==> src/design/kop_pkg.sv <==
// Shared types and constants for the two-season climate classifier.
// No dependencies; imported by every module of the block.
package kop_pkg;

  localparam int RainBits = 12;
  localparam int TempBits = 8;
  localparam int AnnBits  = 16;  // annual rain, at most 12 * 4095
  localparam int CodeBits = 5;

  // Input item as it moves through the pipeline
  typedef struct packed {
    logic [RainBits-1:0] winter_rain;
    logic [RainBits-1:0] summer_rain;
    logic [TempBits-1:0] min_temp;
    logic [TempBits-1:0] max_temp;
  } kop_item_t;

  typedef struct packed {
    kop_item_t          item;
    logic [AnnBits-1:0] annual_rain;
  } kop_stage_t;

  typedef enum logic [1:0] {
    RainLetS = 2'd0,
    RainLetW = 2'd1,
    RainLetF = 2'd2
  } kop_rain_e;

  typedef enum logic [1:0] {
    HeatLetA = 2'd0,
    HeatLetB = 2'd1,
    HeatLetC = 2'd2,
    HeatLetD = 2'd3
  } kop_heat_e;

  // Class codes
  localparam logic [CodeBits-1:0] CodeAf    = 5'd1;
  localparam logic [CodeBits-1:0] CodeAm    = 5'd2;
  localparam logic [CodeBits-1:0] CodeAw    = 5'd3;
  localparam logic [CodeBits-1:0] CodeAs    = 5'd4;
  localparam logic [CodeBits-1:0] CodeBWh   = 5'd5;
  localparam logic [CodeBits-1:0] CodeBWk   = 5'd6;
  localparam logic [CodeBits-1:0] CodeBSh   = 5'd7;
  localparam logic [CodeBits-1:0] CodeBSk   = 5'd8;
  localparam logic [CodeBits-1:0] CodeCBase = 5'd9;
  localparam logic [CodeBits-1:0] CodeDBase = 5'd18;
  localparam logic [CodeBits-1:0] CodeET    = 5'd30;
  localparam logic [CodeBits-1:0] CodeEF    = 5'd31;

  // Season weighting
  localparam logic [3:0] MonthsYear   = 4'd12;
  localparam logic [3:0] SummerMinMon = 4'd4;
  localparam int         SummerMaxMon = 11;

  // Dryness threshold boosts
  localparam logic signed [13:0] BoostHigh = 14'sd280;
  localparam logic signed [13:0] BoostLow  = 14'sd140;

endpackage

==> src/design/kop_rain.sv <==
// Annual rain from the two seasonal rainfalls, with the summer month ladder.
// Depends on kop_pkg.
module kop_rain
  import kop_pkg::*;
(
  input  kop_item_t          item_i,
  output logic [AnnBits-1:0] annual_rain_o
);

  logic [AnnBits-1:0] winter12;
  logic [AnnBits-1:0] ms;
  logic [3:0]         sf;

  always_comb begin
    winter12 = AnnBits'(item_i.winter_rain) * AnnBits'(MonthsYear);
    sf       = SummerMinMon;
    ms       = '0;
    // sf = min(11, max(4, floor(12w/s))); the ladder is monotone, so the last hit wins
    for (int m = 5; m <= SummerMaxMon; m++) begin
      ms = AnnBits'(m) * AnnBits'(item_i.summer_rain);
      if (winter12 >= ms) begin
        sf = 4'(m);
      end
    end
    if (item_i.summer_rain > item_i.winter_rain) begin
      annual_rain_o = AnnBits'(item_i.winter_rain) * AnnBits'(MonthsYear - sf)
                    + AnnBits'(item_i.summer_rain) * AnnBits'(sf);
    end else begin
      annual_rain_o = AnnBits'(6) * (AnnBits'(item_i.winter_rain)
                    + AnnBits'(item_i.summer_rain));
    end
  end

endmodule

==> src/design/kop_class.sv <==
// Group, rain letter and heat letter selection into the final class code.
// Depends on kop_pkg; takes annual rain from kop_rain via the stage register.
module kop_class
  import kop_pkg::*;
(
  input  kop_stage_t          stage_i,
  output logic [CodeBits-1:0] climate_code_o
);

  logic [RainBits-1:0]        w, s, minr;
  logic [AnnBits-1:0]         r;
  logic signed [TempBits-1:0] lo, hi;
  logic signed [8:0]          tsum;
  logic signed [13:0]         p;
  logic [18:0]                s60, r7, r3;
  logic signed [18:0]         r2_s, r_s, p_s;
  logic [17:0]                mon_idx;
  logic [15:0]                w10;
  logic [13:0]                s3;
  logic                       hot;
  kop_rain_e                  rain_let;
  kop_heat_e                  heat_let;
  logic [CodeBits-1:0]        rain_idx, heat_idx;

  always_comb begin
    w    = stage_i.item.winter_rain;
    s    = stage_i.item.summer_rain;
    lo   = $signed(stage_i.item.min_temp);
    hi   = $signed(stage_i.item.max_temp);
    r    = stage_i.annual_rain;
    minr = (w < s) ? w : s;
    tsum = 9'(lo) + 9'(hi);
    hot  = (tsum >= 9'sd36);

    // Dryness threshold; 0.7 and 0.3 summer fractions by cross-multiplication
    s60 = 19'(s) * 19'd60;
    r7  = 19'(r) * 19'd7;
    r3  = 19'(r) * 19'd3;
    p   = 14'(tsum) * 14'sd10;
    if (r != '0) begin
      if (s60 >= r7) begin
        p = p + BoostHigh;
      end else if (s60 >= r3) begin
        p = p + BoostLow;
      end
    end
    r_s  = $signed({3'b000, r});
    r2_s = r_s <<< 1;
    p_s  = 19'(p);

    mon_idx = 18'(minr) * 18'd25 + 18'(r);
    s3      = 14'(s) * 14'd3;
    w10     = 16'(w) * 16'd10;

    if ((s3 < 14'(w)) && (s < 12'd40)) begin
      rain_let = RainLetS;
    end else if (w10 < 16'(s)) begin
      rain_let = RainLetW;
    end else begin
      rain_let = RainLetF;
    end

    if (hi >= 8'sd22) begin
      heat_let = HeatLetA;
    end else if (hi >= 8'sd14) begin
      heat_let = HeatLetB;
    end else if (lo <= -8'sd38) begin
      heat_let = HeatLetD;
    end else begin
      heat_let = HeatLetC;
    end

    case (rain_let)
      RainLetS: rain_idx = 5'd0;
      RainLetW: rain_idx = 5'd1;
      RainLetF: rain_idx = 5'd2;
      default:  rain_idx = 5'd2;
    endcase
    heat_idx = 5'(heat_let);

    if (hi <= 8'sd10) begin
      climate_code_o = (hi >= 8'sd0) ? CodeET : CodeEF;
    end else if (r2_s < p_s) begin
      climate_code_o = hot ? CodeBWh : CodeBWk;
    end else if (r_s <= p_s) begin
      climate_code_o = hot ? CodeBSh : CodeBSk;
    end else if (lo >= 8'sd18) begin
      if (minr >= 12'd60) begin
        climate_code_o = CodeAf;
      end else if (mon_idx >= 18'd2500) begin
        climate_code_o = CodeAm;
      end else if (s < 12'd60) begin
        climate_code_o = CodeAs;
      end else begin
        climate_code_o = CodeAw;
      end
    end else if (lo > -8'sd3) begin
      // C never reaches heat letter d; clamp anyway
      if (heat_let == HeatLetD) begin
        heat_idx = 5'(HeatLetC);
      end
      climate_code_o = CodeCBase + rain_idx * 5'd3 + heat_idx;
    end else begin
      climate_code_o = CodeDBase + (rain_idx << 2) + heat_idx;
    end
  end

endmodule

==> src/design/koppen_two_season_classifier.sv <==
// Two-season climate classifier, top level. Depends on kop_pkg, kop_rain, kop_class.
// Result strobe done_o follows the accepting edge through the valid chain in_vld_q, s1_vld_q, done_q.
// Throughput: one item per cycle; busy_o is always low, the pipeline never stalls.
// Stages: input register, annual rain register, result register.
// Reset clears the stage valid bits only; the receiver cannot stall results.
module koppen_two_season_classifier
  import kop_pkg::*;
(
  input  logic                clk_i,
  input  logic                rst_ni,
  input  logic                start_i,
  output logic                busy_o,
  input  logic [RainBits-1:0] winter_rain_i,
  input  logic [RainBits-1:0] summer_rain_i,
  input  logic [TempBits-1:0] min_temp_i,
  input  logic [TempBits-1:0] max_temp_i,
  output logic                done_o,
  output logic [CodeBits-1:0] climate_code_o
);

  logic                in_vld_q, s1_vld_q, done_q;
  kop_item_t           in_q;
  kop_stage_t          s1_d, s1_q;
  logic [AnnBits-1:0]  annual_rain;
  logic [CodeBits-1:0] code_d, code_q;

  assign busy_o = 1'b0;

  kop_rain u_rain (
    .item_i        (in_q),
    .annual_rain_o (annual_rain)
  );

  assign s1_d = '{item: in_q, annual_rain: annual_rain};

  kop_class u_class (
    .stage_i        (s1_q),
    .climate_code_o (code_d)
  );

  always_ff @(posedge clk_i or negedge rst_ni) begin
    if (!rst_ni) begin
      in_vld_q <= 1'b0;
      s1_vld_q <= 1'b0;
      done_q   <= 1'b0;
    end else begin
      in_vld_q <= start_i && !busy_o;
      s1_vld_q <= in_vld_q;
      done_q   <= s1_vld_q;
    end
  end

  always_ff @(posedge clk_i) begin
    if (start_i && !busy_o) begin
      in_q <= '{winter_rain: winter_rain_i, summer_rain: summer_rain_i,
                min_temp: min_temp_i, max_temp: max_temp_i};
    end
    s1_q   <= s1_d;
    code_q <= code_d;
  end

  assign done_o         = done_q;
  assign climate_code_o = code_q;

  a_accept_gives_result: assert property (@(posedge clk_i) disable iff (!rst_ni)
    start_i && !busy_o |-> ##3 done_o)
    else $error("accepted item produced no result");

  a_no_spurious_result: assert property (@(posedge clk_i) disable iff (!rst_ni)
    !start_i |-> ##3 !done_o)
    else $error("result without an accepted item");

  a_code_in_range: assert property (@(posedge clk_i) disable iff (!rst_ni)
    done_o |-> (climate_code_o != '0))
    else $error("class code out of range");

  a_stage_chain: assert property (@(posedge clk_i) disable iff (!rst_ni)
    s1_vld_q |=> done_q)
    else $error("stage valid lost between annual rain and result");

endmodule

==> config.mk <==
export PLATFORM = sky130hd
export DESIGN_NAME = koppen_two_season_classifier
export DESIGN_NICKNAME = d
export VERILOG_FILES = /design/src/design/kop_pkg.sv /design/src/design/kop_rain.sv /design/src/design/kop_class.sv /design/src/design/koppen_two_season_classifier.sv
export SDC_FILE = /design/constraint.sdc
export NUM_CORES = 1
export LEC_CHECK = 0
export BUFFER_PORTS_ARGS = -buffer_cell sky130_fd_sc_hd__buf_2
export CAP_MARGIN = 20
export CORE_MARGIN = 2
export CORE_UTILIZATION = 35
export CTS_BUF_LIST = sky130_fd_sc_hd__clkbuf_2 sky130_fd_sc_hd__clkbuf_4 sky130_fd_sc_hd__clkbuf_8
export CTS_CLUSTER_SIZE = 20
export DETAILED_ROUTE_END_ITERATION = 10
export GPL_ROUTABILITY_DRIVEN = 0
export SYNTH_ARGS = -nofsm -noshare
export SYNTH_HDL_FRONTEND = slang
export SYNTH_SLANG_ARGS = --single-unit
export TNS_END_PERCENT = 30
==> constraint.sdc <==
create_clock -name clk_i -period 12.1 [get_ports clk_i]
set_clock_uncertainty 0.05 [all_clocks]
set_input_delay 1.815 -clock clk_i [delete_from_list [all_inputs] [get_ports clk_i]]
set_output_delay 1.815 -clock clk_i [all_outputs]
set_load 0.01 [all_outputs]
==> results of run 1 <==
## final cells by class
cell class              count  area [sq um]  area share [%]
clock buffers              10           131           0.518
well taps                 873          1090            4.31
clock inverters             6          58.8           0.232
multi-input cells        2140         19700            77.7
flip-flops and latches    104          2500            9.85
inverters                 377          1420            5.58
repair buffers             78           465            1.83
diodes                      2          5.00          0.0197
## repair_timing
action                                 CTS  global route
endpoints found under the hold margin    0             0
hold buffers                             0             0
setup endpoints to repair                0             1
buffers inserted                         0             6
## worst max-delay path by stage
stage | startpoint | to | slack (ns) | cells after the start
2_1_floorplan | in_q[17] | s1_q[14] | 1.42 | 46
3_3_place_gp | in_q[18] | s1_q[14] | 0.93 | 42
3_5_place_dp | in_q[18] | s1_q[14] | 0.83 | 42
4_1_cts | in_q[18] | s1_q[14] | 0.83 | 42
5_1_grt | in_q[19] | s1_q[14] | 0.07 | 45
6_report | in_q[19] | s1_q[14] | 0.99 | 43
## cells in the final DEF, fill, tap and decap left out, drive strengths merged, types with 42 or more instances in the layout
| master | synthesis | layout |
|---|---|---|
| nand2 | 113 | 113 |
| xnor2 | 108 | 108 |
| and2 | 42 | 42 |
| nand2b | 54 | 54 |
| nor2 | 139 | 139 |
| a21o | 82 | 82 |
| fa | 198 | 198 |
| xor2 | 68 | 68 |
| ha | 546 | 546 |
| o21ai | 119 | 119 |
| inv | 377 | 381 |
| a21oi | 172 | 172 |
| buf | 6 | 78 |
| dfxtp | 61 | 61 |
## kinds of logic (layout without fill, tap and decap cells)
kind of cell | after synthesis | in the layout | synth area share, %
other cells | 2 | 33 | 0.0318
fa+ha+maj | 744 | 744 | 45.7
buf+inv | 399 | 471 | 6.48
compound gates | 606 | 606 | 16.9
simple gates | 539 | 539 | 11.5
xor+xnor | 176 | 176 | 6.77
flops | 104 | 104 | 10.6
mux | 44 | 44 | 1.92
## through the flow
stage                     worst slack [ns]  instance area (sq um)
after floorplan                       1.42                  23700
after global placement               0.935                  25100
after detailed placement             0.827                  25100
after CTS                            0.826                  25300
after global routing                0.0654                  25400
final                                0.993                  25400
## sequential cells by signal, indices dropped and copies added (netlist names)
name            cells
in_vld_q            1
s1_q               56
s1_vld_q            1
in_q               40
done_o              1
climate_code_o      5
## critical path, delay by kind of cell, from the launching register on
family / cells / cell delay (ns)
muxes: 2 / 0.46
and+or+nand+nor: 5 / 0.96
AOI/OAI and AO/OA: 15 / 3.10
adders and majority gates: 11 / 4.64
xor gates and xnor gates: 2 / 0.31
DFF: 1 / 0.63
buffers and inverters: 8 / 0.87
## metal layers
| metal | vias up | global-route usage, % |
|---|---|---|
| met5 | - | 0 |
| met1 | 8441 | 22.5 |
| met2 | 198 | 28.0 |
| li1 | 9261 | - |
| met4 | 0 | 3.88 |
| met3 | 42 | 1.21 |
==> results.toml, run 1 <==
[status]
status = "finished clean"

[worst_setup_path]
cp.arrival_ns = 11.39
worstPathRequired_ns = 12.39
r2r_start = "in_q[19]"
slowest_stage = "edfxtp_1"
timing.rr.end = "s1_q[14]"
crit_type = "flop to flop"
reg2regPathDepth = 43
crit_path_start_kind = "flop"
slowest_delay_ns = 0.63
r2r_slack_ns = 0.99
worst_setup_path_end_kind = "flop"
critPathMaxFanout = 19

[drt]
wl_met1_um = 27200
via_count = 17900
drtIter0Drc = 1076
ant_nets = 0
drc = 0
via_per_inst = 5.00
met3_length_um = 1510
wl_per_cell_um = 15.6
drt-total-wl_um = 56100
drtPass1Iterations = 5
top_layer = "met4"
route.met2.wl_um = 26400

[global_route]
antenna_found_initial = 2
grt_usage_pct = 16.4
grt_pass1_wl_um = 92600
grt_max_degree = 42
overflow = 0
grt_pass1_vias = 17700

[clock_network]
htree_levels = 3
clkSlewWorstSetupHoldPaths_ns = 0.13
cts_root_buf = "clkbuf_8"
cts_tree = "yes"
cts_resized = 0
clock_sinks = 104
clk_latency_ns = 0.43
clk_path_buf_depth = 2
cts_made_buffers = 9

[die]
start_util_pct = 35.3
die_h_um = 264
rows = 95
io_pins = 50
coreArea_sq_um = 66900
die-area_sq_um = 69500
die_w_um = 264

[flow_run]
cap_viol_max_count = 0

[synthesis]
synth-warning-count = 0
synthFlopType = "dfxtp_1"
syn_area_sq_um = 23600
avgSynthCellArea_sq_um = 9.03
yosysTopAreaCellShare_pct = 28.9
yosys-top-cells-count = "546 x ha_1, 376 x inv_1, 198 x fa_1"
synth_cells = 2614
async_flop_share_pct = 2.88
yosysSeqAreaShare_pct = 10.6
yosysTopAreaCell = "ha_1"
synth_area_leaders = "ha_1 29%, fa_1 17%, inv_1 6.0%"
synth_edf_count = 40
synth_cell_types = 98
yosysMostFrequentCell = "ha_1"
synth-seq-cells = 104

[final_layout]
final_util_pct = 37.9
final_nets = 3497
drive_gt1_share_pct = 5.19
area_growth_pct = 7.48
fin_cells = 3590
nFillCells = 6898

[timing]
fmax_mhz = 90.0
rsz0062_at_grt = "false"
relSlewSlack_pct = 28.4
fin_crit_ns = 11.11
hold_viol_final = 0
tightest_slew_ns = 1.07
hold_ws_ns = 0.287
fin_crit_sh_pct = 91.8
setup_viol = 0
slew_violations = 0
tns_ns = 0

[place]
dp_hpwl_um = 47700
port_buffers = 48
dp.cells = 3566

[min_path]
min_path_cells = 0
hold_class = "flop to flop"
holdPathEnd = "s1_q[19]"
holdCritStartpoint = "in_q[3]"
Power of run 1 is left out: the tool's default activity adds up to more than one toggle a clock period on the data nets, which glitch-free logic cannot reach.
==> inputs of run 2 (changes only) <==
--- a/config.mk
+++ b/config.mk
@@ -9,7 +9,6 @@
 export CAP_MARGIN = 20
 export CORE_MARGIN = 2
 export CORE_UTILIZATION = 35
-export CTS_BUF_LIST = sky130_fd_sc_hd__clkbuf_2 sky130_fd_sc_hd__clkbuf_4 sky130_fd_sc_hd__clkbuf_8
 export CTS_CLUSTER_SIZE = 20
 export DETAILED_ROUTE_END_ITERATION = 10
 export GPL_ROUTABILITY_DRIVEN = 0
==> run 2 against run 1 <==
Compared with the run above: non-clock buffer count did not move; via count barely moved; setup slack got worse by 0.065 ns; sequential share of layout area barely moved; critical path depth did not move; register-to-register slack got worse by 0.07 ns; largest cell class unchanged; final cell count did not move; fmax fell by 0.59%; critical endpoint unchanged; highest routed layer unchanged.
==> results.toml, run 2 (synthesis results as in run 1) <==
[global_route]
grt_max_degree = 42
antenna_found_initial = 2
grt_usage_pct = 16.4
grt_pass1_vias = 17700
overflow = 0
grt_pass1_wl_um = 92700

[drt]
wl_per_cell_um = 15.6
drtIter0Drc = 951
ant_nets = 0
via_per_inst = 5.00
drt-total-wl_um = 56100
drc = 0
drtPass1Iterations = 7
via_count = 18000

[worst_setup_path]
worst_setup_path_end_kind = "flop"
r2r_slack_ns = 0.93
crit_buf_inv = 8
reg2regPathDepth = 43
slowest_stage = "edfxtp_1"
critPathMaxFanout = 19
crit_path_start_kind = "flop"
cp.arrival_ns = 11.40
critical_path.top_delay_family = "adder cells"
r2r_start = "in_q[19]"
timing.rr.end = "s1_q[14]"
crit_type = "flop to flop"
worstPathRequired_ns = 12.33
slowest_delay_ns = 0.62

[timing]
slew_violations = 0
fin_crit_sh_pct = 92.3
tns_ns = 0
setup_viol = 0
rsz0062_at_grt = "false"
hold_viol_final = 0
fmax_mhz = 89.5
fin_crit_ns = 11.17
tightest_slew_ns = 1.08
relSlewSlack_pct = 28.1

[place]
placed_cell_area_sq_um = 25100
port_buffers = 48
dp_hpwl_um = 47700
dp.cells = 3566

[clock_network]
clk_path_buf_depth = 2
htree_levels = 3
cts_tree = "yes"
cts_resized = 0
clkSlewWorstSetupHoldPaths_ns = 0.09
cts_root_buf = "clkbuf_16"
cts_made_buffers = 9
clk_latency_ns = 0.38
clock_sinks = 104

[final_layout]
final_design_area_no_fill_sq_um = 25500
area_growth_pct = 7.89
fin_cells = 3590
regMostFlops = "s1_q"
drive_gt1_share_pct = 5.16
final_nets = 3497
final_cell_mix = "546 x ha_1, 376 x inv_1, 198 x fa_1"
largest_reg_flops = 56
final_common_cell = "ha_1"

[min_path]
holdPathEnd = "s1_q[19]"
hold_class = "flop to flop"
holdCritStartpoint = "in_q[3]"
min_path_cells = 0

[die]
coreArea_sq_um = 66900
io_pins = 50
start_util_pct = 35.3
die_w_um = 264
die_h_um = 264
die-area_sq_um = 69500
rows = 95

[status]
status = "finished clean"

[flow_run]
cap_viol_max_count = 0
run 2: repair_timing:
item / 4_1_cts / 5_1_grt
setup buffers: 0 / 6
hold buffers: 0 / 0
setup endpoints to repair: 0 / 1
run 2: worst max path at each step:
stage | cells after the start | to | slack, ns | startpoint
floorplan | 46 | s1_q[14] | 1.42 | in_q[17]
global placement | 42 | s1_q[14] | 0.93 | in_q[18]
detailed placement | 42 | s1_q[14] | 0.83 | in_q[18]
CTS | 42 | s1_q[14] | 0.82 | in_q[18]
global route | 45 | s1_q[14] | 0.06 | in_q[19]
finish | 43 | s1_q[14] | 0.93 | in_q[19]
run 2: metal layers:
layer	global-route usage, %	wire, um	vias up
li1	-	-	9262
met1	22.5	27200	8429
met2	28.0	26300	217
met3	1.21	1600	42
met4	4.02	1050	0
met5	0	0	-
run 2: cell type report:
class,instances,area [sq um]
Tap cell,873,1090
Antenna cell,2,5.00
Fill cell,6886,41500
Timing Repair Buffer,78,465
Clock buffer,10,229
Multi-Input combinational cell,2140,19700
Sequential cell,104,2500
Clock inverter,6,58.8
Inverter,377,1420
run 2: per-stage QoR:
| step | worst slack, ns | utilization [%] | hold slack (ns) |
|---|---|---|---|
| final | 0.927 | 38.0 | 0.284 |
| after global routing | 0.0618 | 38.0 | 0.285 |
| after CTS | 0.815 | 38.0 | 0.283 |
| after detailed placement | 0.827 | 37.5 | 0.277 |
| after global placement | 0.935 | 37.5 | 0.278 |
| after floorplan | 1.42 | - | 0.273 |
Power of run 2 is left out for the same reason.
